File: src/rtl/core/phd_pkg.sv
// Shared types, constants and helpers for the pulse height detector.
package phd_pkg;

   localparam int SAMPLE_BITS = 12;
   localparam int RAW_W       = 16;
   localparam int AGE_W       = 6;
   localparam int COUNT_W     = 16;
   localparam int MV_W        = 15;
   localparam int CSR_W       = 16;
   localparam int CSR_IDX_W   = 2;

   localparam logic [SAMPLE_BITS-1:0] SAMPLE_MAX = {SAMPLE_BITS{1'b1}};
   localparam logic [SAMPLE_BITS-1:0] SAMPLE_MID = SAMPLE_BITS'(1) << (SAMPLE_BITS - 1);
   localparam int MV_SCALE = 10000;
   localparam int MV_SCALE_W = 14;

   localparam logic [SAMPLE_BITS-1:0] THRESHOLD_RESET = SAMPLE_BITS'(10);
   localparam logic [AGE_W-1:0]       MAX_AGE_RESET   = AGE_W'(10);
   localparam logic [COUNT_W-1:0]     LIMIT_RESET     = COUNT_W'(1000);

   localparam logic CMD_SAMPLE   = 1'b0;
   localparam logic CMD_TICK     = 1'b1;
   localparam logic KIND_PULSE   = 1'b0;
   localparam logic KIND_SUMMARY = 1'b1;

   typedef enum logic [CSR_IDX_W-1:0] {
      CSR_THRESHOLD = 2'd0,
      CSR_MAX_AGE   = 2'd1,
      CSR_LIMIT     = 2'd2
   } csr_index_type;

   typedef struct packed {
      logic [SAMPLE_BITS-1:0] threshold;
      logic [AGE_W-1:0]       max_age;
      logic [COUNT_W-1:0]     limit;
   } cfg_type;

   typedef struct packed {
      logic [SAMPLE_BITS-1:0] x;
      logic [SAMPLE_BITS-1:0] look;
      logic [SAMPLE_BITS-1:0] prev1;
      logic [SAMPLE_BITS-1:0] prev2;
      logic [SAMPLE_BITS-1:0] prev3;
      logic                   examine;
      logic                   full;
   } tap_type;

   typedef struct packed {
      logic                   kind;
      logic [SAMPLE_BITS-1:0] peak;
      logic [COUNT_W-1:0]     total;
      logic [SAMPLE_BITS-1:0] baseline;
   } cand_type;

   function automatic logic within_one(input logic [SAMPLE_BITS-1:0] a,
                                       input logic [SAMPLE_BITS-1:0] b);
      logic [SAMPLE_BITS:0] ae;
      logic [SAMPLE_BITS:0] be;
      ae = {1'b0, a};
      be = {1'b0, b};
      return (ae == be) || (ae == be + 1'b1) || (be == ae + 1'b1);
   endfunction

endpackage

File: src/rtl/core/phd_window.sv
// Sample window: clamped shift line with fill count and lookahead taps.
module phd_window #(
   parameter int LOOKAHEAD = 10
) (
   input  logic                          clock,
   input  logic                          reset,
   input  logic                          shift,
   input  logic [phd_pkg::RAW_W-1:0]     sample,
   output phd_pkg::tap_type              taps
);

   localparam int DEPTH  = LOOKAHEAD + 3;
   localparam int FILL_W = $clog2(DEPTH + 1);

   logic [phd_pkg::SAMPLE_BITS-1:0] win_ff [DEPTH];
   logic [FILL_W-1:0]               fill_ff;
   logic [FILL_W-1:0]               fill_in;
   logic [phd_pkg::SAMPLE_BITS-1:0] clamped;

   // out of range samples map to midscale
   assign clamped = (sample > phd_pkg::RAW_W'(phd_pkg::SAMPLE_MAX))
                    ? phd_pkg::SAMPLE_MID : sample[phd_pkg::SAMPLE_BITS-1:0];

   always_comb begin
      taps.x       = win_ff[LOOKAHEAD-1];
      taps.look    = clamped;
      taps.prev1   = win_ff[LOOKAHEAD];
      taps.prev2   = win_ff[LOOKAHEAD+1];
      taps.prev3   = win_ff[LOOKAHEAD+2];
      taps.examine = fill_ff >= FILL_W'(LOOKAHEAD);
      taps.full    = fill_ff >= FILL_W'(DEPTH);
   end

   always_comb begin
      fill_in = fill_ff;
      if (shift && (fill_ff < FILL_W'(DEPTH))) begin
         fill_in = fill_ff + 1'b1;
      end
   end

   always_ff @(posedge clock) begin
      if (reset) begin
         fill_ff <= '0;
      end else begin
         fill_ff <= fill_in;
      end
   end

   always_ff @(posedge clock) begin
      if (shift) begin
         win_ff[0] <= clamped;
         for (int k = 1; k < DEPTH; k++) begin
            win_ff[k] <= win_ff[k-1];
         end
      end
   end

endmodule

File: src/rtl/core/phd_track.sv
// Baseline tracking, pulse detection and per-second counting.
module phd_track (
   input  logic                      clock,
   input  logic                      reset,
   input  logic                      item_valid,
   input  logic                      item_command,
   input  phd_pkg::tap_type          taps,
   input  phd_pkg::cfg_type          cfg,
   input  logic                      take,
   output logic                      fire,
   output logic                      res_valid,
   output phd_pkg::cand_type         res
);

   localparam int SB = phd_pkg::SAMPLE_BITS;

   logic [SB-1:0]                   base_ff, base_in, base_n;
   logic                            in_pulse_ff, in_pulse_in;
   logic [phd_pkg::AGE_W-1:0]       age_ff, age_in, age_n;
   logic [SB-1:0]                   peak_ff, peak_in;
   logic [phd_pkg::COUNT_W-1:0]     count_ff, count_in;
   logic                            res_valid_ff, res_valid_in;
   phd_pkg::cand_type               res_ff, res_in;
   logic                            produce;
   logic [SB:0]                     level;
   logic                            x_high;
   logic [SB-1:0]                   diff;

   assign fire      = item_valid && (!res_valid_ff || take);
   assign res_valid = res_valid_ff;
   assign res       = res_ff;

   always_comb begin
      base_n = base_ff;
      if (!in_pulse_ff) begin
         if (phd_pkg::within_one(taps.x, base_ff) || phd_pkg::within_one(taps.look, base_ff)) begin
            base_n = base_ff;
         end else if (taps.full && phd_pkg::within_one(taps.prev1, taps.x)
                      && phd_pkg::within_one(taps.prev2, taps.x)
                      && phd_pkg::within_one(taps.prev3, taps.x)) begin
            base_n = taps.x;
         end
      end
   end

   assign level  = {1'b0, base_n} + {1'b0, cfg.threshold};
   assign x_high = {1'b0, taps.x} >= level;
   assign diff   = taps.x - base_n;
   assign age_n  = age_ff + 1'b1;

   always_comb begin
      base_in     = base_ff;
      in_pulse_in = in_pulse_ff;
      age_in      = age_ff;
      peak_in     = peak_ff;
      count_in    = count_ff;
      produce     = 1'b0;
      res_in      = res_ff;
      if (fire) begin
         if (item_command == phd_pkg::CMD_TICK) begin
            produce         = 1'b1;
            res_in.kind     = phd_pkg::KIND_SUMMARY;
            res_in.peak     = '0;
            res_in.total    = count_ff;
            res_in.baseline = base_ff;
            count_in        = '0;
         end else if (taps.examine) begin
            base_in = base_n;
            if (base_n != '0) begin
               if (!in_pulse_ff) begin
                  if (x_high) begin
                     in_pulse_in = 1'b1;
                     age_in      = '0;
                     peak_in     = diff;
                  end
               end else if (!x_high) begin
                  in_pulse_in = 1'b0;
                  age_in      = '0;
                  if (count_ff < cfg.limit) begin
                     count_in        = count_ff + 1'b1;
                     produce         = 1'b1;
                     res_in.kind     = phd_pkg::KIND_PULSE;
                     res_in.peak     = peak_ff;
                     res_in.total    = count_ff + 1'b1;
                     res_in.baseline = base_n;
                  end
               end else if (age_n >= cfg.max_age) begin
                  // pulse ran too long: drop it
                  in_pulse_in = 1'b0;
                  age_in      = '0;
                  peak_in     = '0;
               end else begin
                  age_in = age_n;
                  if (diff > peak_ff) begin
                     peak_in = diff;
                  end
               end
            end
         end
      end
   end

   always_comb begin
      res_valid_in = res_valid_ff;
      if (fire) begin
         res_valid_in = produce;
      end else if (take) begin
         res_valid_in = 1'b0;
      end
   end

   always_ff @(posedge clock) begin
      if (reset) begin
         base_ff      <= '0;
         in_pulse_ff  <= 1'b0;
         age_ff       <= '0;
         peak_ff      <= '0;
         count_ff     <= '0;
         res_valid_ff <= 1'b0;
      end else begin
         base_ff      <= base_in;
         in_pulse_ff  <= in_pulse_in;
         age_ff       <= age_in;
         peak_ff      <= peak_in;
         count_ff     <= count_in;
         res_valid_ff <= res_valid_in;
      end
   end

   always_ff @(posedge clock) begin
      res_ff <= res_in;
   end

endmodule

File: src/rtl/core/phd_scale.sv
// Millivolt scaling and result output register.
module phd_scale (
   input  logic                              clock,
   input  logic                              reset,
   input  logic                              res_valid,
   input  phd_pkg::cand_type                 res,
   input  logic                              rsp_stall,
   output logic                              take,
   output logic                              rsp_valid,
   output logic                              rsp_kind,
   output logic [phd_pkg::MV_W-1:0]          rsp_peak_mv,
   output logic [phd_pkg::COUNT_W-1:0]       rsp_pulse_total,
   output logic [phd_pkg::SAMPLE_BITS-1:0]   rsp_baseline_level
);

   localparam int PROD_W = phd_pkg::SAMPLE_BITS + phd_pkg::MV_SCALE_W;

   logic [PROD_W-1:0]                product;
   logic                             valid_ff, valid_in;
   logic                             kind_ff;
   logic [phd_pkg::MV_W-1:0]         mv_ff, mv_in;
   logic [phd_pkg::COUNT_W-1:0]      total_ff;
   logic [phd_pkg::SAMPLE_BITS-1:0]  base_ff;

   assign take = !valid_ff || !rsp_stall;

   // height = peak * 10000 / midscale, truncated
   assign product  = PROD_W'(res.peak) * PROD_W'(phd_pkg::MV_SCALE);
   assign mv_in    = phd_pkg::MV_W'(product >> (phd_pkg::SAMPLE_BITS - 1));
   assign valid_in = take ? res_valid : valid_ff;

   always_ff @(posedge clock) begin
      if (reset) begin
         valid_ff <= 1'b0;
      end else begin
         valid_ff <= valid_in;
      end
   end

   always_ff @(posedge clock) begin
      if (take && res_valid) begin
         kind_ff  <= res.kind;
         mv_ff    <= mv_in;
         total_ff <= res.total;
         base_ff  <= res.baseline;
      end
   end

   assign rsp_valid          = valid_ff;
   assign rsp_kind           = kind_ff;
   assign rsp_peak_mv        = mv_ff;
   assign rsp_pulse_total    = total_ff;
   assign rsp_baseline_level = base_ff;

endmodule

File: src/rtl/core/pulse_height_detector_core.sv
// Top level of the pulse height detector: input stage, control registers, core units.
//
//   channel  direction  handshake                payload
//   req      in         req_valid / req_stall    req_command, req_sample
//   rsp      out        rsp_valid / rsp_stall    rsp_kind, rsp_peak_mv, rsp_pulse_total,
//                                                rsp_baseline_level
//   csr      in         csr_write_enable         csr_index, csr_write_data
//
// One transfer per cycle on each side when nothing stalls. An item passes from req to
// rsp through the input register, the tracking stage (window, baseline, pulse state,
// counter) and the scaling multiply before the output register. The tracking state
// closes its loop per item, which sets the rate of one item per clock when unstalled.
// Reset is synchronous and clears all control state; the register file returns to
// threshold 10, pulse age 10, limit 1000. Each stage loads whenever it is empty or
// its content moves on, so a stalled rsp holds the result while empty stages still
// take transfers; req_stall rises only once every stage holds work.
module pulse_height_detector_core #(
   parameter int LOOKAHEAD = 10
) (
   input  logic                                clock,
   input  logic                                reset,
   input  logic                                req_valid,
   output logic                                req_stall,
   input  logic                                req_command,
   input  logic [phd_pkg::RAW_W-1:0]           req_sample,
   output logic                                rsp_valid,
   input  logic                                rsp_stall,
   output logic                                rsp_kind,
   output logic [phd_pkg::MV_W-1:0]            rsp_peak_mv,
   output logic [phd_pkg::COUNT_W-1:0]         rsp_pulse_total,
   output logic [phd_pkg::SAMPLE_BITS-1:0]     rsp_baseline_level,
   input  logic                                csr_write_enable,
   input  logic [phd_pkg::CSR_IDX_W-1:0]       csr_index,
   input  logic [phd_pkg::CSR_W-1:0]           csr_write_data
);

   // control registers
   phd_pkg::cfg_type cfg_ff, cfg_in;

   // input stage
   logic                        item_valid_ff, item_valid_in;
   logic                        item_command_ff;
   logic [phd_pkg::RAW_W-1:0]   item_sample_ff;
   logic                        req_take;

   // links between units
   logic                        fire;
   logic                        take;
   logic                        res_valid;
   phd_pkg::cand_type           res;
   phd_pkg::tap_type            taps;

   // advance the input stage when it is empty or its item enters tracking
   assign req_take  = !item_valid_ff || fire;
   assign req_stall = !req_take;

   always_comb begin
      cfg_in = cfg_ff;
      if (csr_write_enable) begin
         unique case (phd_pkg::csr_index_type'(csr_index))
            phd_pkg::CSR_THRESHOLD: begin
               cfg_in.threshold = csr_write_data[phd_pkg::SAMPLE_BITS-1:0];
            end
            phd_pkg::CSR_MAX_AGE: begin
               cfg_in.max_age = csr_write_data[phd_pkg::AGE_W-1:0];
            end
            phd_pkg::CSR_LIMIT: begin
               cfg_in.limit = csr_write_data[phd_pkg::COUNT_W-1:0];
            end
            default: begin
               // drop writes to unknown indexes
               cfg_in = cfg_ff;
            end
         endcase
      end
   end

   assign item_valid_in = req_take ? req_valid : item_valid_ff;

   always_ff @(posedge clock) begin
      if (reset) begin
         cfg_ff.threshold <= phd_pkg::THRESHOLD_RESET;
         cfg_ff.max_age   <= phd_pkg::MAX_AGE_RESET;
         cfg_ff.limit     <= phd_pkg::LIMIT_RESET;
         item_valid_ff    <= 1'b0;
      end else begin
         cfg_ff        <= cfg_in;
         item_valid_ff <= item_valid_in;
      end
   end

   // hold the payload while the stage is busy
   always_ff @(posedge clock) begin
      if (req_take && req_valid) begin
         item_command_ff <= req_command;
         item_sample_ff  <= req_sample;
      end
   end

   // window advances on sample items only; ticks leave it untouched
   phd_window #(
      .LOOKAHEAD (LOOKAHEAD)
   ) u_window (
      .clock  (clock),
      .reset  (reset),
      .shift  (fire && (item_command_ff == phd_pkg::CMD_SAMPLE)),
      .sample (item_sample_ff),
      .taps   (taps)
   );

   phd_track u_track (
      .clock        (clock),
      .reset        (reset),
      .item_valid   (item_valid_ff),
      .item_command (item_command_ff),
      .taps         (taps),
      .cfg          (cfg_ff),
      .take         (take),
      .fire         (fire),
      .res_valid    (res_valid),
      .res          (res)
   );

   phd_scale u_scale (
      .clock              (clock),
      .reset              (reset),
      .res_valid          (res_valid),
      .res                (res),
      .rsp_stall          (rsp_stall),
      .take               (take),
      .rsp_valid          (rsp_valid),
      .rsp_kind           (rsp_kind),
      .rsp_peak_mv        (rsp_peak_mv),
      .rsp_pulse_total    (rsp_pulse_total),
      .rsp_baseline_level (rsp_baseline_level)
   );

endmodule

File: config.mk
export PLATFORM = sky130hd
export DESIGN_NAME = pulse_height_detector_core
export DESIGN_NICKNAME = d
export VERILOG_FILES = /design/src/rtl/core/phd_pkg.sv /design/src/rtl/core/phd_window.sv /design/src/rtl/core/phd_track.sv /design/src/rtl/core/phd_scale.sv /design/src/rtl/core/pulse_height_detector_core.sv
export SDC_FILE = /design/constraint.sdc
export NUM_CORES = 1
export LEC_CHECK = 0
export BUFFER_PORTS_ARGS = -buffer_cell sky130_fd_sc_hd__buf_4
export CORE_ASPECT_RATIO = 0.5
export CORE_MARGIN = 3
export CORE_UTILIZATION = 50
export DETAILED_ROUTE_END_ITERATION = 7
export GPL_ROUTABILITY_DRIVEN = 0
export PLACE_DENSITY_LB_ADDON = 0.3
export SLEW_MARGIN = 20
export SYNTH_ARGS = -nofsm -noshare
export SYNTH_HDL_FRONTEND = slang
export SYNTH_SLANG_ARGS = --single-unit
export TNS_END_PERCENT = 50
File: constraint.sdc
create_clock -name clock -period 11.35 [get_ports clock]
set_input_delay 2.27 -clock clock [delete_from_list [all_inputs] [get_ports clock]]
set_output_delay 2.27 -clock clock [all_outputs]
set_load 0.1 [all_outputs]
==> flow_metrics.tcl <==
set metrics [dict create \
    finalCriticalPeriod_ns 8.53 \
    setup_ws_ns 2.82 \
    status "completed" \
    ys_top_cells_by_count "258 x edfxtp_1, 146 x inv_1, 139 x ha_1" \
    grt_max_degree 93 \
    clock_sinks 346 \
    power.density_nw_per_um2 117 \
    grt_pass1_wl_mm 67.2 \
    yosysTopAreaCellShare_pct 39.7 \
    synth_compound_gate_area_share_pct 11.2 \
    ir_drop_uv 104 \
    place_area_um2 20500 \
    drive_above_1_share_pct 10.8 \
    yosysMostFrequentCell "edfxtp_1" \
    synthAdderAreaFrac_pct 11.4 \
    vias_per_cell 5.63 \
    h-tree-depth 1 \
    total_power_mw 2.51 \
    firstDrtPassIters 5 \
    seq_area_um2 9510 \
    antenna_found_initial 1 \
    cts_tree "built" \
    synth_area_um2 19500 \
    crit_path_start_kind "flip-flop" \
    cts_root_buffer "clkbuf_16" \
    slew_viol_final 0 \
    io_pins 86 \
    synth-simple-area-share_pct 13.6 \
    place.port_buffers 85 \
    synthMuxAreaShare_pct 2.78 \
    dp_hpwl_mm 29.9 \
    die_y_um 146 \
    finClkSkew_ns 0.0193 \
    finalCritPeriodShare_pct 75.2 \
    synthArstFlopShare_pct 0 \
    hold_path_class "reg2reg" \
    nFillCells 3231 \
    clk_latency_ns 0.59 \
    final_cells 2378 \
    rows 50 \
    fin_area_um2 21500 \
    synth_top_area_cell "edfxtp_1" \
    grt_usage_pct 19.9 \
    cts_buffer_depth 3 \
    ys_seq_elements 346 \
    fmax_mhz 117 \
    netlist-cell-type-count 91 \
    crit_fanout 24 \
    ant_nets 0 \
    path_clk_slew_ns 0.07 \
    final_hold_viol_count 0 \
    wl_per_cell_um 17.7 \
    start_util_pct 51.4 \
    yosys.area_share.xor_xnor_pct 7.50 \
    cpMostUsedCell "a21oi_1" \
    rsz0062_at_grt "false" \
    dpl_worst_slack_ns 2.89 \
    drt_iter0_drc 1154 \
    area_growth_pct 10.4 \
    synth_top_family_by_area "simple AND/OR/NAND/NOR gates" \
    multi_input_area_um2 9090 \
    critPathRequiredTime_ns 11.65 \
    synth_area_leaders "edfxtp_1 40%, dfxtp_1 9.0%, ha_1 8.9%, xnor2_1 5.3%, inv_1 2.8%" \
    crit_path_end_kind "flip-flop" \
    grt_overflow_total 0 \
    grt_pass1_vias 12564 \
    cts_buffers 31 \
    arrival_ns 8.83 \
    dieWidth_um 285 \
    die-area_um2 41500 \
    ys_seq_area_share_pct 48.8 \
    cpPeakStageDelay_ns 0.84 \
    crit_type "reg2reg" \
    core-area_um2 37900 \
    route.detailed.drc 0 \
    power.leakage_nw 8.91 \
    hold_buffers 0 \
    postCtsSetupBuffers 0 \
    critPathBufInv 3 \
    synth_warnings 0 \
    slew-limit-headroom_pct 35.1 \
    synth_edf_count 258 \
    cp_top_family "simple AND/OR/NAND/NOR gates" \
    drv_cap 0 \
    dp.cells 2321 \
    cts_resized 0 \
    setup_violations 0 \
    syn_area_per_cell_um2 10.9 \
    synth_ff_type "edfxtp_1" \
    syn-num-nets 1988 \
    cpMaxStageDelayCell "nor4_4" \
    tns_ns 0 \
    totalWireLength_mm 42.0 \
    vias 13384 \
    syn_inst 1785 \
    antennaDiodeCount 0 \
    layout.nets 2037 \
    holdWs_ns 0.416 \
    worst_slew_pin_slew_ns 0.972 \
    post-route-util_pct 56.8 \
]
==> layout make-up <==
| type | instances | area share, % |
|---|---|---|
| inverters | 148 | 2.58 |
| flip-flops and latches | 346 | 44.2 |
| repair buffers | 99 | 3.47 |
| clock buffers | 34 | 3.66 |
| multi-input cells | 1208 | 42.2 |
| clock inverters | 23 | 0.895 |
| well taps | 520 | 3.02 |
==> path summary, 6_finish.rpt <==
path                                                  startpoint                          endpoint  slack, ns  cells after the start
worst max-delay path                item_sample_ff[13]$_DFFE_PP_          u_track.res[7]$_DFFE_PP_       2.82                     31
worst min register to register  u_window.win_ff[1][35]$_DFFE_PP_  u_window.win_ff[1][47]$_DFFE_PP_       0.42                      0
worst max register to register      item_sample_ff[13]$_DFFE_PP_          u_track.res[7]$_DFFE_PP_       2.82                     31
worst min-delay path            u_window.win_ff[1][35]$_DFFE_PP_  u_window.win_ff[1][47]$_DFFE_PP_       0.42                      0
==> layer usage <==
layer  track usage [%]  vias to the layer above  wire length [µm]
met5                 0                        -                20
met4              5.67                        2              1150
met3              4.04                      101              2820
met2              30.2                      384             18300
met1              28.9                     6363             19800
li1                  -                     6534                 -
==> cells in the final DEF (no fill, tap or decap), drive strengths merged, types with 11 or more instances in the layout <==
cell type and instances:
nor3 27, xor2 50, dfxtp 88, fa 24
mux2 22, nor4 20, o21ai 78, inv 153
nand3 35, a31oi 15, a211oi 25, o211ai 12
and2 18, a21o 15, a22o 12, mux2i 29
a21oi 78, edfxtp 258, nor2b 25, clkinv 13
clkbuf 34, and3 25, o31ai 14, xnor2 117
buf 99, nand2b 21, nor2 110, nand2 121
nand4 40, ha 139, a21boi 11
==> flip-flops by register name (all words and copies together), names as in the netlist, 4 cells and up <==
signal                      count
cfg_ff                         34
u_track.age_ff                  6
u_track.res                    41
u_scale.rsp_peak_mv            15
u_track.count_ff               16
item_sample_ff                 16
u_scale.rsp_baseline_level     12
u_track.peak_ff                12
u_window.fill_ff                4
u_window.win_ff               156
u_track.base_ff                12
u_scale.rsp_pulse_total        16
==> kinds of logic (layout without fill, tap and decap cells) <==
logic type	Yosys count	count (layout)
and+or+nand+nor	499	499
DFF	346	346
AOI/OAI and AO/OA	328	328
buffers and inverters	231	304
xor gates and xnor gates	167	167
adders and majority gates	163	163
muxes	51	51
==> report_power, final <==
group          internal, mW  total, mW  switching, mW
Clock                 0.552       1.03          0.482
Combinational        0.0325      0.102         0.0699
Sequential             1.37       1.38         0.0106
Power figures use the tool's default switching activity.
